===== src/design/lpm_pkg.sv =====
`default_nettype none

package lpm_pkg;

    localparam int TABLE_ENTRIES_DEF = 64;
    localparam int ADDR_W = 32;
    localparam int LEN_W = 6;

    typedef logic [1:0] req_t;
    typedef logic [ADDR_W-1:0] addr_t;
    typedef logic [LEN_W-1:0] len_t;
    typedef logic [1:0] status_t;
    typedef logic signed [6:0] match_t;

    localparam req_t REQ_ADD = 2'd0;
    localparam req_t REQ_DEL = 2'd1;
    localparam req_t REQ_LOOKUP = 2'd2;
    localparam req_t REQ_RSVD = 2'd3;

    localparam status_t ST_OK = 2'd0;
    localparam status_t ST_BAD = 2'd1;
    localparam status_t ST_FULL = 2'd2;

    localparam len_t LEN_MAX = 6'd32;
    localparam match_t MATCH_NONE = 7'sh7f;
    localparam match_t MATCH_ZERO = 7'sh00;

    typedef struct packed {
        logic  valid;
        len_t  len;
        addr_t prefix;
    } entry_t;

    // network mask for a length of 0 to 32
    function automatic addr_t net_mask(input len_t len);
        addr_t m;
        if (len >= LEN_MAX)
        begin
            m = '1;
        end
        else
        begin
            m = ~(addr_t'('1) >> len);
        end
        return m;
    endfunction

endpackage

`default_nettype wire


===== src/design/longest_prefix_match_table.sv =====
// IPv4 longest-prefix-match table. Holds up to TABLE_ENTRIES prefixes in one
// simple dual-port memory (one read, one write per cycle, registered read data).
// Each request beat (add, delete or lookup) is answered by exactly one result
// beat. A well-formed request scans every entry once through the memory read
// port; a malformed add or delete, or the reserved request kind, skips the
// scan. A request's result is written only when the output register can take
// it, so a stalled earlier result delays it. The result sits in an output
// register, so the next request is taken and scanned while an earlier result
// still waits. After reset the block clears every entry, one per cycle, and
// takes no request until that pass is over.

`default_nettype none

module longest_prefix_match_table #(
    parameter int TABLE_ENTRIES = lpm_pkg::TABLE_ENTRIES_DEF
) (
    input  wire logic             clk,
    input  wire logic             rst_n,
    input  wire logic             in_valid,
    output logic                  in_ready,
    input  wire lpm_pkg::req_t    req_type,
    input  wire lpm_pkg::addr_t   address,
    input  wire lpm_pkg::len_t    prefix_len,
    output logic                  out_valid,
    input  wire logic             out_ready,
    output lpm_pkg::status_t      status,
    output lpm_pkg::match_t       match_len
);
    import lpm_pkg::*;

    localparam int IW = (TABLE_ENTRIES > 1) ? $clog2(TABLE_ENTRIES) : 1;
    localparam int CW = IW + 1;
    localparam logic [IW-1:0] LAST_IDX = IW'(TABLE_ENTRIES - 1);
    localparam logic [CW-1:0] CNT_END = CW'(TABLE_ENTRIES);

    localparam logic [1:0] S_CLEAR = 2'd0;
    localparam logic [1:0] S_IDLE = 2'd1;
    localparam logic [1:0] S_SCAN = 2'd2;
    localparam logic [1:0] S_FIN = 2'd3;

    entry_t mem [TABLE_ENTRIES];
    entry_t mem_q_reg;

    logic [1:0] state_reg, state_next;
    logic [IW-1:0] clr_cnt_reg, clr_cnt_next;
    logic [CW-1:0] iss_cnt_reg, iss_cnt_next;
    logic rd_pend_reg, rd_pend_next;
    logic [IW-1:0] rd_idx_reg, rd_idx_next;

    req_t kind_reg, kind_next;
    addr_t addr_reg, addr_next;
    len_t len_reg, len_next;
    logic bad_reg, bad_next;

    logic hit_reg, hit_next;
    logic free_found_reg, free_found_next;
    logic [IW-1:0] free_slot_reg, free_slot_next;
    logic found_reg, found_next;
    len_t best_reg, best_next;

    logic out_valid_reg, out_valid_next;
    status_t status_reg, status_next;
    match_t match_reg, match_next;

    logic rd_en;
    logic [IW-1:0] rd_addr;
    logic wr_en;
    logic [IW-1:0] wr_addr;
    entry_t wr_data;

    logic out_free;
    logic in_beat;
    logic req_bad;
    logic same_entry;
    logic covers;

    assign in_ready = (state_reg == S_IDLE);
    assign in_beat = in_valid && in_ready;
    assign out_valid = out_valid_reg;
    assign status = status_reg;
    assign match_len = match_reg;
    assign out_free = !out_valid_reg || out_ready;

    assign req_bad = (req_type == REQ_RSVD) ||
                     ((req_type != REQ_LOOKUP) &&
                      ((prefix_len > LEN_MAX) || ((address & ~net_mask(prefix_len)) != '0)));

    assign same_entry = (mem_q_reg.prefix == addr_reg) && (mem_q_reg.len == len_reg);
    assign covers = ((addr_reg ^ mem_q_reg.prefix) & net_mask(mem_q_reg.len)) == '0;

    // table memory
    always_ff @(posedge clk)
    begin
        if (wr_en)
        begin
            mem[wr_addr] <= wr_data;
        end
        if (rd_en)
        begin
            mem_q_reg <= mem[rd_addr];
        end
    end

    always_comb
    begin
        state_next = state_reg;
        clr_cnt_next = clr_cnt_reg;
        iss_cnt_next = iss_cnt_reg;
        rd_pend_next = 1'b0;
        rd_idx_next = rd_idx_reg;
        kind_next = kind_reg;
        addr_next = addr_reg;
        len_next = len_reg;
        bad_next = bad_reg;
        hit_next = hit_reg;
        free_found_next = free_found_reg;
        free_slot_next = free_slot_reg;
        found_next = found_reg;
        best_next = best_reg;
        out_valid_next = out_valid_reg && !out_ready;
        status_next = status_reg;
        match_next = match_reg;
        rd_en = 1'b0;
        rd_addr = iss_cnt_reg[IW-1:0];
        wr_en = 1'b0;
        wr_addr = clr_cnt_reg;
        wr_data = '0;

        unique case (state_reg)
            S_CLEAR:
            begin
                wr_en = 1'b1;
                clr_cnt_next = clr_cnt_reg + 1'b1;
                if (clr_cnt_reg == LAST_IDX)
                begin
                    state_next = S_IDLE;
                end
            end
            S_IDLE:
            begin
                if (in_beat)
                begin
                    kind_next = req_type;
                    addr_next = address;
                    len_next = prefix_len;
                    bad_next = req_bad;
                    hit_next = 1'b0;
                    free_found_next = 1'b0;
                    free_slot_next = '0;
                    found_next = 1'b0;
                    best_next = '0;
                    iss_cnt_next = '0;
                    state_next = req_bad ? S_FIN : S_SCAN;
                end
            end
            S_SCAN:
            begin
                if (iss_cnt_reg != CNT_END)
                begin
                    rd_en = 1'b1;
                    rd_pend_next = 1'b1;
                    rd_idx_next = iss_cnt_reg[IW-1:0];
                    iss_cnt_next = iss_cnt_reg + 1'b1;
                end
                else if (!rd_pend_reg)
                begin
                    state_next = S_FIN;
                end
                if (rd_pend_reg)
                begin
                    if (mem_q_reg.valid)
                    begin
                        if (kind_reg == REQ_LOOKUP)
                        begin
                            if (covers && (!found_reg || (mem_q_reg.len > best_reg)))
                            begin
                                found_next = 1'b1;
                                best_next = mem_q_reg.len;
                            end
                        end
                        else if (same_entry)
                        begin
                            hit_next = 1'b1;
                            if (kind_reg == REQ_DEL)
                            begin
                                wr_en = 1'b1;
                                wr_addr = rd_idx_reg;
                                wr_data = '0;
                            end
                        end
                    end
                    else if (!free_found_reg)
                    begin
                        free_found_next = 1'b1;
                        free_slot_next = rd_idx_reg;
                    end
                end
            end
            S_FIN:
            begin
                if (out_free)
                begin
                    out_valid_next = 1'b1;
                    state_next = S_IDLE;
                    match_next = MATCH_ZERO;
                    if (bad_reg)
                    begin
                        status_next = ST_BAD;
                    end
                    else if (kind_reg == REQ_LOOKUP)
                    begin
                        status_next = ST_OK;
                        match_next = found_reg ? match_t'({1'b0, best_reg}) : MATCH_NONE;
                    end
                    else if ((kind_reg == REQ_ADD) && !hit_reg && !free_found_reg)
                    begin
                        status_next = ST_FULL;
                    end
                    else
                    begin
                        status_next = ST_OK;
                    end
                    if (!bad_reg && (kind_reg == REQ_ADD) && !hit_reg && free_found_reg)
                    begin
                        wr_en = 1'b1;
                        wr_addr = free_slot_reg;
                        wr_data.valid = 1'b1;
                        wr_data.len = len_reg;
                        wr_data.prefix = addr_reg;
                    end
                end
            end
            default:
            begin
                state_next = S_IDLE;
            end
        endcase
    end

    // control state
    always_ff @(posedge clk or negedge rst_n)
    begin
        if (!rst_n)
        begin
            state_reg <= S_CLEAR;
            clr_cnt_reg <= '0;
            iss_cnt_reg <= '0;
            rd_pend_reg <= 1'b0;
            out_valid_reg <= 1'b0;
        end
        else
        begin
            state_reg <= state_next;
            clr_cnt_reg <= clr_cnt_next;
            iss_cnt_reg <= iss_cnt_next;
            rd_pend_reg <= rd_pend_next;
            out_valid_reg <= out_valid_next;
        end
    end

    // request and scan payload
    always_ff @(posedge clk)
    begin
        rd_idx_reg <= rd_idx_next;
        kind_reg <= kind_next;
        addr_reg <= addr_next;
        len_reg <= len_next;
        bad_reg <= bad_next;
        hit_reg <= hit_next;
        free_found_reg <= free_found_next;
        free_slot_reg <= free_slot_next;
        found_reg <= found_next;
        best_reg <= best_next;
        status_reg <= status_next;
        match_reg <= match_next;
    end

endmodule

`default_nettype wire

===== config.mk =====
export PLATFORM = sky130hd
export DESIGN_NAME = longest_prefix_match_table
export DESIGN_NICKNAME = d
export VERILOG_FILES = /design/src/design/lpm_pkg.sv /design/src/design/longest_prefix_match_table.sv
export SDC_FILE = /design/constraint.sdc
export NUM_CORES = 2
export LEC_CHECK = 0
export CAP_MARGIN = 10
export CORE_MARGIN = 3
export CORE_UTILIZATION = 57
export CTS_CLUSTER_DIAMETER = 200
export DETAILED_ROUTE_END_ITERATION = 12
export DONT_BUFFER_PORTS = 1
export PLACE_DENSITY = 0.76
export SLEW_MARGIN = 20
export SYNTH_ARGS = -nofsm -noshare
export SYNTH_HDL_FRONTEND = slang
export SYNTH_SLANG_ARGS = --single-unit

===== constraint.sdc =====
create_clock -name clk -period 5.7 [get_ports clk]
set_input_delay 0.285 -clock clk [delete_from_list [all_inputs] [get_ports clk]]
set_output_delay 0.285 -clock clk [all_outputs]
set_load 0.03 [all_outputs]

# Word-level counts from Yosys, hierarchy flattened
# Memory sizes are Yosys's and may differ from the RTL's. A register that Yosys moved wholly into a read port is not among the register bits.
# Cells that the tools add are included.
# W data, S select, Z words.
# totals
reg_bits	88
ram_bits	2496
in_bits	44
out_inout_bits	11
n_memories	1
# memory_table
name	depth	width	rd	rd_clocked_by_memory_dff	wr	line_no	source
mem	64	39	1	1	1	longest_prefix_match_table.sv:41	entry_t mem [TABLE_ENTRIES];
# op_classes
n_addsub	2
magnitude_cmp	4
n_eq_ne	25
shift	2
n_mux	64
n_bitwise	7
reduce_logical	36
# op_table
op	n
$mux W39	3
$not A32 Y32	3
$mux W6	15
$and A32 B32 Y32	2
$mux W32	2
$shr A32 B6 Y32 const A	2
$pmux W6 S2	3
$eq A32 B32 Y1	1
$logic_not A32 Y1	1
$reduce_bool A32 Y1	1
$xor A32 B32 Y32	1
$ne A2 B2 Y1 const B	14
$mux W1	26
$mux W7	3
$pmux W7 S2	1
$ge A6 B6 Y1 const B	2
$mux W2	6
$reduce_and A6 Y1	2
$logic_and A1 B1 Y1	10
$reduce_and A5 Y1	2
$eq A2 B2 Y1 const B	4
$pmux W2 S4	1
$add A7 B1 Y7 const B	1
$ne A7 B7 Y1 const B	1
other kinds (18)	33

# Depth between registers and ports, before layout
# depth
word_depth	12
mapped_depth	11

# Worst setup path before layout
# Ideal clock, no wire load.
# synth_timing
kind	register to register
from	reg iss_cnt_reg[0]
to	reg state_reg[0]
setup_ps	119
arrival_time_ps	5168
t_required_ps	5581
setup_slack_ps	413
stages_incl_launch_ff	11
path_cell_list	dfrtp_1 clkbuf_1 clkbuf_1 buf_1 buf_1 inv_1 ha_1 a31oi_1 nor2_1 o22ai_1 o21ba_2
# synth_via
elab_chain_len	3
# synth_lines
element	line_no	source
start: declaration	longest_prefix_match_table.sv:46	logic [CW-1:0] iss_cnt_reg, iss_cnt_next;
start signal: assignment	longest_prefix_match_table.sv:255	iss_cnt_reg <= iss_cnt_next;
$ne A7 B7 Y1	longest_prefix_match_table.sv:158	if (iss_cnt_reg != CNT_END)
$ne A2 B2 Y1 (no source line)	-	
$reduce_and A5 Y1 (no source line)	-	
end signal: assignment	longest_prefix_match_table.sv:253	state_reg <= state_next;
end: declaration	longest_prefix_match_table.sv:44	logic [1:0] state_reg, state_next;
# No other way between the ends.
# A chain may end at the register's enable or synchronous reset.

# Worst setup path after layout
# layout_timing
from	reg addr_reg[3]
to	mem mem[34][34] (netlist bit), enable pin
# layout_via
elab_chain_len	9
elab_cells_between_ends	14
cone_classes	eq/ne: 1; mux: 12; reduce/logical: 1
# layout_lines
element	line_no	source
start: declaration	longest_prefix_match_table.sv:51	addr_t addr_reg, addr_next;
start signal: assignment	longest_prefix_match_table.sv:266	addr_reg <= addr_next;
$eq A32 B32 Y1 *	longest_prefix_match_table.sv:88	assign same_entry = (mem_q_reg.prefix == addr_reg) && (mem_q_reg.len == len_reg);
$logic_and A1 B1 Y1 *	longest_prefix_match_table.sv:88	
$mux W1	longest_prefix_match_table.sv:181	else if (same_entry)
$mux W1	longest_prefix_match_table.sv:173	if (kind_reg == REQ_LOOKUP)
$mux W1	longest_prefix_match_table.sv:171	if (mem_q_reg.valid)
$mux W1	longest_prefix_match_table.sv:169	if (rd_pend_reg)
$pmux W1 S3	longest_prefix_match_table.sv:129	unique case (state_reg)
$mux W1	longest_prefix_match_table.sv:94	if (wr_en)
$mux W1 (implied by the code)	longest_prefix_match_table.sv:96	mem[wr_addr] <= wr_data;
end: declaration	longest_prefix_match_table.sv:41	
# Mark *: on every way between the ends. The rest lies on a longest branch, timed or not.

==> metrics.md <==
| Metric | Value |
|---|---|
| Area Growth Syn to Fin | `13.1%` |
| Place WS | `~0.95 ns` |
| Worst Path Required | `6.25 ns` |
| Worst-Margin Slew | `roughly 1.2 ns` |
| Wire per inst | `about 38 um` |
| Max-slew headroom | `approximately 23%` |
| Worst skew pair latency | `approximately 0.87 ns` |
| Die area | `around 180000 sq um` |
| Final period util | `84.5%` |
| Post-synth top area share | `slightly below 80%` |
| Largest net degree at the start of global routing | `87` |
| Post-CTS setup buffer count | `0` |
| Tot GR Track Use | `between 20% and 30%` |
| Vias after detailed routing | `47700` |
| Cells after synthesis | `4107` |
| Slack of the critical path | `between 0.8 and 0.9 ns` |
| Seq/Total Area, Yosys | `approximately four fifths` |
| RSZ-0062 raised after global routing | `no` |
| First-pass DRT Iterations | `8` |
| Post-synth EDFFs | `2606` |
| Ports | `55` |
| # port buffers | `0` |
| Syn nets | `between 4000 and 5000` |
| Status | `complete, no violations` |
| Final Hold Viols | `0` |
| CP max FO | `15` |
| Clock Sinks | `around 2600` |
| Max_cap viols | `0` |
| Cell row count | `about 150` |
| Final #Nets | `4417` |
| Clock skew | `0.0386 ns` |
| Leakage Power | `about 28 nW` |
| Largest register FFs | `around 2500` |
| Vias in the first global route | `47900` |
| Routability cong. | `around 0.94` |
| Initial drt markers | `between 7000 and 8000` |
| Share of layout cells above drive strength 1 | `between 30 and 40%` |
| Crit path time final | `between 4 and 5 ns` |
| Root Buffer | `clkbuf_16` |
| Num CTS Buffers | `~240` |
| Hold_buf cts | `45` |
| Post-CTS resize count | `0` |
| Final antenna-violating net count | `0` |
| Largest cells by area after synthesis | `edfxtp_1 78%, mux4_2 18%, clkbuf_1 0.53%` |
| Die Y | `approximately 430 um` |
| Initial antenna violation count | `27` |
| Netlist Area Pre-Place | `roughly 100000 sq um` |
| CP Class | `register to register` |
| CP startpoint kind | `register` |
| Ys async rst share | `less than 1%` |
| CP arrival | `around 5.4 ns` |
| Hold Crit Class | `input pin to register` |
| Ys Warns | `0` |
| Final TNS setup | `0 ns` |
| Post-detail-place hpwl | `about 150 mm` |
| Die width | `approximately 430 um` |
| Commonest cells in the netlist | `2606 x edfxtp_1, 819 x mux4_2, 142 x clkbuf_1` |
| Flops & latches, synth | `~2600` |
| Post-synth top flop | `edfxtp_1` |
| Starting Density | `between 50 and 60%` |
| Syn Area/Cell | `between 20 and 25 sq um` |
| Final wirelength | `about 270 mm` |
| Cell Pwr Density | `approximately 330 nW/um^2` |
| Post-synth top area cell | `edfxtp_1` |
| Core area | `175000 sq um` |
| Setup crit end kind | `register` |
| Vias per cell | `about 6.9` |
| Grt total ovfl | `0` |
| Clock transition at path regs | `around 0.060 ns` |
| H-tree Lvls | `4` |
| Drc violations | `0` |
| Max rail drop VDD | `around 0.00044 V` |
| CTS tree | `built` |
| Final Setup Violations | `0` |
| Max Fclk | `208 MHz` |
| Max-slew violation count | `0` |
| First-pass GRT wire length | `between 300 and 400 mm` |
| Unique masters post-synth | `73` |
| Longest Clk Path Bufs | `3` |
| Count leader, synth | `edfxtp_1` |
-- kinds of logic after synthesis --
logic type | synth area share (%)
muxes | 18.3
and+or+nand+nor | 1.29
AOI/OAI and AO/OA | 0.817
buffers and inverters | 0.897
adders and majority gates | 0.171
xor gates and xnor gates | 0.409
DFF | 78.1
-- power by group --
part	internal (mW)	total (mW)	switching, mW
combinational	0.0323	0.0720	0.0397
clock	8.97	16.1	7.14
sequential	20.9	20.9	0
total	29.9	37.1	7.18
-- path summary, 6_finish.rpt --
check,start,end,slack [ns],cells past startpoint
worst min-delay path,address[10],bad_reg,0.13,3
max in group asynchronous,rst_n,iss_cnt_reg[0],5.03,4
worst min register to register,bad_reg,status[0],0.50,0
worst max-delay path,addr_reg[3],mem[34][34],0.89,8
min in group asynchronous,rst_n,out_valid,0.49,4
worst max register to register,addr_reg[3],mem[34][34],0.89,8
-- critical path, cell delays in order (launching register included) --
cell	delay, ns
edfxtp_1	0.40
xor2_1	0.18
or4_1	0.56
or4_4	0.57
nor4_4	0.67
a221oi_1	0.28
or3_1	0.78
nor2_4	0.68
buf_4	0.36
-- cells in the final DEF (no fill, tap or decap), drive strengths merged, types with 20 or more instances in the layout --
cell            n
edfxtp       2606
mux4          819
clkbuf        296
buf           180
clkinv        117
nor2           89
and2           50
dlygate4sd3    43
diode          33
inv            31
xor2           30
a21oi          27
o21ai          26
bufinv         25
nand2          24
nand3          20
-- routing by layer --
layer / track usage (%) / vias up / routed length [um]
met5: 0 / - / 65
met4: 14.1 / 8 / 14300
met2: 47.7 / 3455 / 132000
met1: 39.3 / 25300 / 89000
met3: 7.13 / 613 / 30400
li1: - / 18300 / -
-- layout make-up --
| type | instances | area, sq um |
|---|---|---|
| clock buffer | 296 | 6280 |
| tap | 2325 | 2910 |
| inverter | 24 | 90.1 |
| sequential | 2623 | 78700 |
| clock inverter | 155 | 1560 |
| antenna | 33 | 82.6 |
| timing repair buffer | 223 | 2610 |
| fill | 10400 | 60800 |
| multi-input combinational | 1247 | 21700 |
-- per-stage QoR --
| stage | utilization (%) | power [mW] | std cells | hold WS [ns] | area (sq um) |
|---|---|---|---|---|---|
| 2_1_floorplan | - | 21.3 | 4107 | -0.0106 | 101000 |
| 3_3_place_gp | 60.4 | 21.3 | 6396 | -0.00960 | 106000 |
| 3_5_place_dp | 60.4 | 21.3 | 6396 | -0.00967 | 106000 |
| 4_1_cts | 65.1 | 37.2 | 6892 | 0.0401 | 114000 |
| 5_1_grt | 65.2 | 37.9 | 6916 | 0.0666 | 114000 |
| 6_report | 65.2 | 37.1 | 6926 | 0.130 | 114000 |
Power figures use the tool's default switching activity.
